### src/rtl/srovc_pkg.sv
// ----------------------------------------------------------------------------
// Segment overlap counter package
// Shared widths, codes and types for the segment raster overlap counter.
// ----------------------------------------------------------------------------
package srovc_pkg;

	// Width of each coordinate field on the input stream.
	localparam int FIELD_W     = 10;
	// Width of the running overlap count.
	localparam int CNT_W       = 21;
	// Stream widths; the tdata payloads are padded to whole bytes.
	localparam int IN_TDATA_W  = 40;
	localparam int OUT_TDATA_W = 24;
	localparam int OUT_TUSER_W = 1;
	// Per-cell hit counter.
	localparam int HIT_W       = 2;

	typedef logic [HIT_W-1:0] hit_t;
	typedef logic [CNT_W-1:0] count_t;

	localparam hit_t HIT_ONE = 2'd1;
	localparam hit_t HIT_SAT = 2'd2;

	typedef enum logic [2:0] {
		ST_CLEAR,
		ST_IDLE,
		ST_WALK,
		ST_DRAIN,
		ST_FINISH
	} ctrl_state_t;

endpackage

### src/rtl/srovc_rmw.sv
// ----------------------------------------------------------------------------
// Hit counter read-modify-write stage
// Takes the read data of the grid memory in the cycle after each cell read,
// bumps the saturating counter, writes it back and keeps the overlap count.
// ----------------------------------------------------------------------------
module srovc_rmw
	import srovc_pkg::*;
#(
	parameter int ADDR_W = 20
) (
	input  logic              clk,
	input  logic              arst_n,
	input  logic              rd_valid,
	input  logic [ADDR_W-1:0] rd_addr,
	input  logic              clr_we,
	input  logic [ADDR_W-1:0] clr_addr,
	input  hit_t              mem_rdata,
	output logic              mem_re,
	output logic [ADDR_W-1:0] mem_raddr,
	output logic              mem_we,
	output logic [ADDR_W-1:0] mem_waddr,
	output hit_t              mem_wdata,
	output count_t            count
);

	logic              valid_s1;
	logic [ADDR_W-1:0] addr_s1;
	logic              bump;
	count_t            count_q;

	assign mem_re    = rd_valid;
	assign mem_raddr = rd_addr;

	// Cells within one segment are all distinct, so a write never collides
	// with the read issued in the same cycle.
	assign bump      = valid_s1 && (mem_rdata < HIT_SAT);
	assign mem_we    = clr_we | bump;
	assign mem_waddr = clr_we ? clr_addr : addr_s1;
	assign mem_wdata = clr_we ? hit_t'(0) : hit_t'(mem_rdata + HIT_ONE);
	assign count     = count_q;

	always_ff @(posedge clk or negedge arst_n) begin
		if (!arst_n) begin
			valid_s1 <= 1'b0;
			count_q  <= '0;
		end else begin
			valid_s1 <= rd_valid;
			if (valid_s1 && (mem_rdata == HIT_ONE)) begin
				count_q <= count_q + count_t'(1);
			end
		end
	end

	always_ff @(posedge clk) begin
		addr_s1 <= rd_addr;
	end

endmodule

### config.mk
export PLATFORM = sky130hd
export DESIGN_NAME = srovc_rmw
export DESIGN_NICKNAME = d
export VERILOG_FILES = /design/src/rtl/srovc_pkg.sv /design/src/rtl/srovc_rmw.sv
export SDC_FILE = /design/constraint.sdc
export NUM_CORES = 1
export LEC_CHECK = 0
export BUFFER_PORTS_ARGS = -buffer_cell sky130_fd_sc_hd__buf_2
export CORE_MARGIN = 5
export CORE_UTILIZATION = 42
export CTS_CLUSTER_SIZE = 8
export DETAILED_ROUTE_END_ITERATION = 10
export PLACE_DENSITY = 0.79
export SETUP_SLACK_MARGIN = 0.4
export SLEW_MARGIN = 15
export SYNTH_ARGS = -nofsm -noshare
export SYNTH_HDL_FRONTEND = slang
export SYNTH_SLANG_ARGS = --single-unit
### constraint.sdc
create_clock -name clk -period 1.5 [get_ports clk]
set_input_delay 0.075 -clock clk [delete_from_list [all_inputs] [get_ports clk]]
set_output_delay 0.075 -clock clk [all_outputs]
set_load 0.01 [all_outputs]
==> summary.md, run 1 <==
| Metric | Value |
|---|---|
| Status | `finished, final reports clean` |
| Final Skew | `approximately 0.006 ns` |
| Initial Util | `between 40% and 50%` |
| Sequential share of power | `between 40% and 50%` |
| Fmax | `between 0.7 and 0.8 GHz` |
| # IOs | `111` |
| Total Die Area | `approximately 0.0057 mm2` |
| CP max stage delay | `approximately 0.4 ns` |
| Setup ws final | `between 0.1 and 0.15 ns` |
| Final setup viols | `0` |
| CP max-delay cell | `dfrtp_2` |
| Largest net degree at the start of global routing | `24` |
| Worst-path maximum fanout | `4` |
| Worst R2R Path Depth | `5` |
| Critical Setup Path Class | `flip-flop to flip-flop` |
| Syn Inst Count | `147` |
| Synth Area in Simple Gates | `about an eighth` |
| Cell-by-cell trace of the critical path | `buf_6, nand4_4, nor4_4, nand3_1, xnor2_1` |
| Measured slew at the worst slew-check pin | `just under 0.5 ns` |
| Die W | `75.45 um` |
| Combinational share of power | `31.2%` |
| Xor and xnor area share after synthesis | `9.736%` |
| First-pass GRT wire length | `8680 um` |
| Crit path time final | `1.393 ns` |
| CTS tree | `built` |
| Largest area contributor in the netlist | `dfrtp_1` |
| Clk pwr share | `24.3%` |
| Req. time, crit path | `1.69 ns` |
| Cell family with the largest share of critical-path delay | `simple AND/OR/NAND/NOR gates` |
| Routed Wire Length | `5718 um` |
| Vias in the first global route | `~1800` |
| Worst flop-to-flop path endpoint | `count[15]` |
| Layout cells sized above 1 | `between 60% and 70%` |
| Async S/R FF share, synth | `52.38%` |
| Top post-synthesis cells by area | `dfrtp_1 31%, dfxtp_1 22%, mux2_2 13%, buf_4 8.8%, xnor2_1 7.3%` |
| Setup WS pre-CTS | `~0.070 ns` |
| Clock Path Buffers | `2` |
| Area growth from synthesis to layout | `65.65%` |
| Synth top area share | `between 30% and 40%` |
| Vias per inst | `4.836` |
| Clock latency on the worst-skew pair | `around 0.30 ns` |
| Post-DP HPWL | `about 3500 um` |
| Final Util | `72.93%` |
| Layout Nets | `between 300 and 400` |
| Antenna Cells | `0` |
| Number of flops mapped to enable cells by yosys | `0` |
| CTS clk-pin slew, worst paths | `around 0.08 ns` |
| Post-synthesis mux area share | `13.14%` |
| Buf+Inv Stages, Crit Path | `1` |
| Gpl congestion | `between 0.7 and 0.8` |
| Setup crit end kind | `flip-flop` |
| Total grt overflow | `0` |
| Met2 Usage GRT | `a little over a third` |
| Post-synthesis register bit count | `42` |
| Launch point of the worst reg-to-reg path | `count[0]` |
| Iteration-0 DRC count of the detailed router | `just under 50` |
| Warnings from Yosys | `0` |
| Final worst path period share | `between 90% and 100%` |
| Routed length per instance | `~17 um` |
| Max-slew headroom | `roughly 67%` |
| Met1 Usage GRT | `a little over a fifth` |
| Leak Pwr | `1.535 nW` |
| Area fraction in compound gates after synthesis | `0.4172%` |
| Total GRT Usage | `approximately a fifth` |
| Internal Power | `2.051 mW` |
| Leading cell types in the layout, fill and taps excluded | `99 x buf_2, 22 x dlygate4sd3_1, 22 x buf_4` |
| WP depth | `5` |
| Yosys cell types | `21` |
| H-tree depth | `2` |
| I/O Buffers | `110` |
| FP Rows | `23` |
| Ys flop type | `dfrtp_1` |
| Synth Area in Adders | `approximately 1.4%` |
| CP Launch Type | `flip-flop` |
| CTS root buf | `clkbuf_8` |
| M3 GR Usage | `a little under 9%` |
| Critical path destination | `count[15]` |
| CTS buffer count | `5` |
| Hold Path Class | `input pin to async pin` |
| Detailed Routing Iterations Pass 1 | `4` |
| Sequential fraction of the synthesis area | `~53%` |
| Routed vias | `~1600` |
| Net switching fraction of the power | `between 20% and 30%` |
| R2r setup slk | `0.11 ns` |
| Final antenna-violating net count | `0` |
| Commonest non-fill, non-tap cell in the layout | `buf_2` |
| DR DRC count | `0` |
| Synth Area per Inst | `around 12 um2` |
| Max-Cap Viols | `0` |
| Largest family of logic cells by synthesized area | `multiplexers` |
| Syn_nets | `about 200` |
| Crit. Startpoint | `count[0]` |
| Final hold slack | `0.2654 ns` |
| Final Max Slew Viols | `0` |
| GR peak layer | `met2` |
| Fin. Hold Viols | `0` |
| Core Area | `just over 0.004 mm2` |
| Post-route setup TNS | `0 ns` |
| CP arrival | `roughly 1.6 ns` |
| NetSw | `roughly 860 uW` |
| Initial antenna violation count | `0` |
| PD cells | `975.7 mW/mm2` |
| Vert. Die Dim | `around 75 um` |
| Peak VDD IR | `0.6343 mV` |
| Mapped Area | `~0.0018 mm2` |
| RSZ-0062 raised after global routing | `yes` |
| Num Clock Sinks | `between 40 and 50` |
kinds of logic after synthesis:
| family | Yosys count |
|---|---|
| adders and majority gates | 2 |
| muxes | 21 |
| xor gates and xnor gates | 20 |
| and+or+nand+nor | 35 |
| AOI/OAI and AO/OA | 1 |
| DFF | 42 |
| buffers and inverters | 26 |
worst reg2reg max path: stages (launching register included):
cell and delay [ns]:
dfrtp_2 0.40, buf_6 0.12, nand4_4 0.11, nor4_4 0.37, nand3_1 0.15, xnor2_1 0.15
cells in the mapped netlist, drive strengths merged, types with 2 or more instances:
library cell and number:
xnor2 15, inv 3, xor2 5, ha 2, buf 22, nor2 6
nand3 9, and3 2, nand2 6, dfrtp 22, nand4 7, nor4 4
dfxtp 20, mux2 21
power by group through the flow:
stage	sequential (mW)	combinational, mW	clock [mW]
after floorplan	1.38	0.271	0
after global placement	1.33	0.561	0
after detailed placement	1.34	0.575	0
after CTS	1.29	0.799	0.729
after global routing	1.31	0.978	0.766
final	1.30	0.907	0.706
timing repair:
action	4_1_cts	5_1_grt
endpoints found under the hold margin	43	0
endpoints found under the setup margin	20	30
gates resized for setup	20	20
gates cloned	0	0
setup buffers	13	8
hold buffers	22	0
pin swaps	22	19
state kept, by name, summed over array words and instances (netlist names):
signal,count
count,21
valid_s1,1
addr_s1,20
stage by stage:
stage | power, mW | area (um2) | instances
final | 2.908 | 2980 | 341
after global routing | 3.051 | 2980 | 341
after CTS | 2.817 | 2814 | 333
after detailed placement | 1.916 | 2332 | 290
after global placement | 1.895 | 2332 | 290
after floorplan | 1.653 | 1841 | 147
layout make-up:
type	instances	area [um2]
clock buffers	6	72.57
clock inverters	2	10.01
fillers	291	1106
inverters	3	11.26
multi-input cells	79	798.3
flip-flops and latches	42	960.9
well taps	50	62.56
repair buffers	159	1065
worst min path at each step:
stage                endpoint  slack (ns)  cells after the start
finish              count[17]        0.27                      2
global route        count[15]        0.32                      2
CTS                 count[17]        0.28                      2
detailed placement  count[15]        0.07                      1
global placement    count[19]        0.06                      1
floorplan            count[0]       -0.22                      0
layer usage:
metal,wire [um],vias up
met3,567,16
met1,2034,789
met5,0,-
li1,-,759
met4,176,0
met2,2940,85
Note: power is estimated with default switching activity, not from simulation.
==> run 2: changes to the inputs <==
Settings changed: CORE_UTILIZATION 42 to 44, CTS_BUF_LIST from default to sky130_fd_sc_hd__clkbuf_4, PLACE_DENSITY 0.79 to 0.82.
==> run 2 against run 1 <==
  * Final cell count is 1.2% lower
  * Sequential power hardly changed
  * Sequential share of layout area is 0.99 points lower
  * Combinational power is 6.9% higher
  * Maximum frequency is 4.8% lower
  * Clock skew is 0.0092 ns higher
  * Wire length is 5.4% higher
  * Core utilization is 6.2 points higher
  * Design area is 5.5% higher
  * Largest cell class unchanged
  * Largest power group unchanged
==> summary.md, run 2 (synthesis results as in run 1) <==
| Metric | Value |
|---|---|
| Status | `finished, final reports clean` |
| Total Die Area | `0.005468 mm2` |
| Cell-by-cell trace of the critical path | `nand4_1, nor4_4, nand3_1, xnor2_1` |
| Layout cells sized above 1 | `71.78%` |
| Largest net degree at the start of global routing | `24` |
| Antenna Cells | `0` |
| CP max stage delay | `approximately 0.43 ns` |
| Leading cell types in the layout, fill and taps excluded | `81 x buf_2, 42 x buf_6, 22 x dlygate4sd3_1` |
| CP Launch Type | `flip-flop` |
| Initial antenna violation count | `0` |
| Post-DP HPWL | `roughly 3600 um` |
| Largest register FFs | `21` |
| Fin. Hold Viols | `0` |
| Iteration-0 DRC count of the detailed router | `40` |
| CP arrival | `about 1.7 ns` |
| NetSw | `about 850 uW` |
| DR DRC count | `0` |
| CTS tree | `built` |
| Net switching fraction of the power | `29.63%` |
| Detailed Routing Iterations Pass 1 | `4` |
| Placed cell count | `approximately 290` |
| FP Rows | `23` |
| Combinational share of power | `33.7%` |
| PD cells | `slightly above 900 mW/mm2` |
| Clock Path Buffers | `2` |
| Total GRT Usage | `a little over 20%` |
| Vias in the first global route | `~1800` |
| Gpl congestion | `around 0.74` |
| Vias per inst | `around 4.9` |
| Internal Power | `roughly 2.0 mW` |
| Clock latency on the worst-skew pair | `0.36 ns` |
| M3 GR Usage | `slightly above 6%` |
| Routed Wire Length | `approximately 6000 um` |
| Hold Path Class | `input pin to async pin` |
| Commonest non-fill, non-tap cell in the layout | `buf_2` |
| Worst-path maximum fanout | `4` |
| Final worst path period share | `a little over nine tenths` |
| Measured slew at the worst slew-check pin | `between 0.4 and 0.5 ns` |
| Peak VDD IR | `between 0.6 and 0.7 mV` |
| Critical Setup Path Class | `flip-flop to flip-flop` |
| Launch point of the worst reg-to-reg path | `count[5]` |
| GR peak layer | `met2` |
| Final setup viols | `0` |
| Clk pwr share | `20.2%` |
| First-pass GRT wire length | `about 8300 um` |
| Final antenna-violating net count | `0` |
| Crit path time final | `1.462 ns` |
| RSZ-0062 raised after global routing | `yes` |
| Vert. Die Dim | `approximately 74 um` |
| CTS clk-pin slew, worst paths | `0.13 ns` |
| Req. time, crit path | `about 1.7 ns` |
| Crit. Startpoint | `count[5]` |
| CTS root buf | `clkbuf_4` |
| Leak Pwr | `1.618 nW` |
| Setup crit end kind | `flip-flop` |
| Fmax | `0.6838 GHz` |
| Met1 Usage GRT | `between 20% and 30%` |
| Routed vias | `~1600` |
| Max-Cap Viols | `0` |
| Post-Layout Cell Count | `about 340` |
| Sequential share of power | `46.1%` |
| Layout Nets | `334` |
| Num Clock Sinks | `42` |
| H-tree depth | `2` |
| Core Area | `slightly below 0.004 mm2` |
| Final Skew | `roughly 0.015 ns` |
| Final Max Slew Viols | `0` |
| Initial Util | `between 40 and 50%` |
| Routed length per instance | `17.88 um` |
| Total grt overflow | `0` |
| CTS buffer count | `5` |
| Final hold slack | `about 0.2 ns` |
| Area growth from synthesis to layout | `74.69%` |
| # IOs | `about 110` |
| I/O Buffers | `between 100 and 150` |
| Final Util | `between 70 and 80%` |
| Met2 Usage GRT | `34.45%` |
| Max-slew headroom | `roughly two thirds` |
| Die W | `between 70 and 80 um` |
| CP max-delay cell | `nor4_4` |
[run 2: repair_timing]
action                                 CTS  global route
hold buffers                            22             0
buffers inserted                         8            10
endpoints found under the hold margin   43             0
pin swaps                               14            16
gates resized for setup                 34            64
setup endpoints to repair               42            47
[run 2: power groups by stage]
stage               combinational [mW]  sequential (mW)  clock (mW)
floorplan                        0.271             1.38           0
global placement                 0.560             1.34           0
detailed placement               0.573             1.35           0
CTS                              0.767             1.32       0.594
global route                      1.03             1.34       0.654
finish                           0.970             1.33       0.583
[run 2: final timing paths]
path / endpoint / slack [ns] / cells past startpoint
worst min register to register: count[15] / 0.49 / 1
min in group clk: count[0] / 0.30 / 5
max in group asynchronous: count[8] / 0.92 / 2
worst max register to register: count[15] / 0.04 / 4
worst min-delay path: count[17] / 0.20 / 2
worst max-delay path: count[15] / 0.04 / 4
[run 2: worst max-delay path, delay by kind of cell, from the launching register on]
| kind | cells | cell delay, ns |
|---|---|---|
| and+or+nand+nor | 3 | 0.78 |
| DFF | 1 | 0.42 |
| xor gates and xnor gates | 1 | 0.15 |
[run 2: area by class of cell]
class	count	area, um2
repair buffers	155	1174
flip-flops and latches	42	982.2
multi-input cells	79	857.1
fillers	236	828.3
well taps	50	62.56
clock buffers	7	52.55
inverters	3	11.26
clock inverters	1	3.754
[run 2: routing by layer]
metal	share of wire (%)	wire length (um)
met1	37	2257
met2	54	3261
met3	7.2	433
met4	1.2	72
met5	0	0
[run 2: through the flow]
step	area, um2	TNS [ns]	worst slack, ns	total power [mW]
finish	3143	0	0.03755	2.881
global route	3143	-0.2622	-0.09568	3.028
CTS	2839	0	0.07832	2.678
detailed placement	2325	0	0.06245	1.920
global placement	2325	0	0.1136	1.897
floorplan	1841	0	0.1362	1.653
==> run 3: changes to the inputs <==
Settings changed: PLACE_DENSITY 0.82 to 0.84, SLEW_MARGIN 15 to default.
==> run 3 against run 2 <==
  * First-iteration DRC count increased by 68%
  * Largest power group unchanged
  * Non-clock buffer count increased by 2
  * Global-route usage increased by 1.6 points
  * Final cell count increased by 0.59%
  * Clock-buffer cell count increased by 1
  * Die area unchanged
  * Wire length decreased by 0.35%
  * Sequential share of layout area about the same
==> summary.md, run 3 (synthesis results as in run 1) <==
| Metric | Value |
|---|---|
| Status | `finished, final reports clean` |
| CP arrival | `1.66 ns` |
| Final Skew | `0.004691 ns` |
| Commonest non-fill, non-tap cell in the layout | `buf_2` |
| Critical Setup Path Class | `flip-flop to flip-flop` |
| Routed length per instance | `roughly 18 um` |
| Peak VDD IR | `roughly 0.71 mV` |
| Cell-by-cell trace of the critical path | `nand4_1, nor4_4, nand4_1, xnor2_1` |
| Num Clock Sinks | `42` |
| Area growth from synthesis to layout | `71.77%` |
| Routed vias | `1634` |
| CTS root buf | `clkbuf_4` |
| Post-DP HPWL | `3613 um` |
| Routed Wire Length | `around 6000 um` |
| Fmax | `0.7047 GHz` |
| Die W | `between 70 and 80 um` |
| Clock Path Buffers | `2` |
| Dpl cell area | `0.002340 mm2` |
| Final Max Slew Viols | `0` |
| Post-route setup TNS | `0 ns` |
| Crit. Startpoint | `count[7]` |
| Vias per inst | `a little under 5` |
| Measured slew at the worst slew-check pin | `roughly 0.49 ns` |
| Leak Pwr | `between 1.5 and 2 nW` |
| Core Area | `between 0.003 and 0.004 mm2` |
| Antenna Cells | `0` |
| Vias in the first global route | `around 1800` |
| Placed cell count | `roughly 290` |
| Crit path time final | `~1.4 ns` |
| Most frequent CP cell | `nand4_1` |
| CTS clk-pin slew, worst paths | `roughly 0.12 ns` |
| PD cells | `886.1 mW/mm2` |
| First-pass GRT wire length | `8866 um` |
| Total GRT Usage | `21.84%` |
| Worst-path maximum fanout | `4` |
| Max-slew headroom | `~67%` |
| I/O Buffers | `110` |
| CTS tree | `built` |
| Vert. Die Dim | `73.95 um` |
| Layout cells sized above 1 | `about 67%` |
| Initial antenna violation count | `0` |
| RSZ-0062 raised after global routing | `yes` |
| Req. time, crit path | `approximately 1.7 ns` |
| CP Launch Type | `flip-flop` |
| CP max-delay cell | `dfrtp_1` |
| Final antenna-violating net count | `0` |
| # IOs | `111` |
| Clock latency on the worst-skew pair | `~0.34 ns` |
| Leading cell types in the layout, fill and taps excluded | `83 x buf_2, 38 x buf_6, 22 x dlygate4sd3_1` |
| Total Die Area | `approximately 0.0055 mm2` |
| Layout Nets | `about 340` |
| Final worst path period share | `a little over nine tenths` |
| Post-Layout Cell Count | `around 340` |
| Max-Cap Viols | `0` |
| Fillcell total | `~230` |
| Detailed Routing Iterations Pass 1 | `4` |
| Gpl congestion | `0.8470` |
| DR DRC count | `0` |
| Total grt overflow | `0` |
| FP Rows | `23` |
| Iteration-0 DRC count of the detailed router | `between 60 and 70` |
| Final Util | `between 70% and 80%` |
| Largest net degree at the start of global routing | `24` |
| H-tree depth | `2` |
| CP max stage delay | `around 0.43 ns` |
| Design Area, Final | `between 0.003 and 0.004 mm2` |
| CTS buffer count | `5` |
| Launch point of the worst reg-to-reg path | `count[7]` |
| Largest register FFs | `21` |
| Final setup viols | `0` |
| Fin. Hold Viols | `0` |
| Initial Util | `45.31%` |
| Power, Total | `~2.7 mW` |
| Setup crit end kind | `flip-flop` |
| Hold Path Class | `input pin to async pin` |
run 3: cell types whose count changed in the layout (fill, tap and decap cells not counted), moves of 2 or more:
cell,delta
buf_2,+2
buf_4,+4
buf_6,-4
dfxtp_1,+13
dfxtp_2,-13
mux2_2,+13
mux2_4,-13
nand2_2,-2
run 3: where the power goes:
group | internal (mW) | switching [mW]
registers | 1.23 | 0.0951
logic | 0.451 | 0.382
clock network | 0.242 | 0.343
total | 1.92 | 0.820
run 3: final cells by class:
type | instances | area [um2] | share of cell area, %
Timing Repair Buffer | 157 | 1169 | 37.81
Sequential cell | 42 | 964.7 | 31.21
Multi-Input combinational cell | 79 | 823.3 | 26.64
Tap cell | 50 | 62.56 | 2.024
Clock buffer | 8 | 60.06 | 1.943
Inverter | 3 | 11.26 | 0.3644
run 3: per-layer routing:
layer | vias to the layer above | wire length (um) | track usage [%]
met2 | 82 | 3196 | 38.68
met1 | 773 | 2065 | 23.01
met3 | 10 | 627 | 9.595
li1 | 769 | - | -
met5 | - | 0 | 0
met4 | 0 | 114 | 7.646
run 3: worst paths after layout:
path | to | slack, ns | cells after the start
max | count[20] | 0.08 | 4
max reg2reg | count[20] | 0.08 | 4
min in group clk | count[0] | 0.33 | 5
min reg2reg | count[20] | 0.47 | 1
min | count[19] | 0.22 | 2
max in group asynchronous | count[4] | 0.92 | 2
run 3: critical path, delay by kind of cell (launching register included):
| family | cells | cell delay, ns |
|---|---|---|
| XOR/XNOR | 1 | 0.14 |
| AND/OR/NAND/NOR | 3 | 0.76 |
| flip-flops | 1 | 0.43 |
run 3: repair_timing:
item	CTS	global route
gates resized for setup	41	28
hold buffers	22	0
setup buffers	11	7
endpoints found under the hold margin	43	0
pin swaps	11	15
setup endpoints to repair	44	49
run 3: stage by stage:
stage / hold WS [ns] / setup WS [ns]
2_1_floorplan: -0.2206 / 0.1362
3_3_place_gp: 0.05994 / 0.1087
3_5_place_dp: 0.06050 / 0.05719
4_1_cts: 0.2159 / 0.07536
5_1_grt: 0.2470 / -0.02953
6_report: 0.2188 / 0.08088
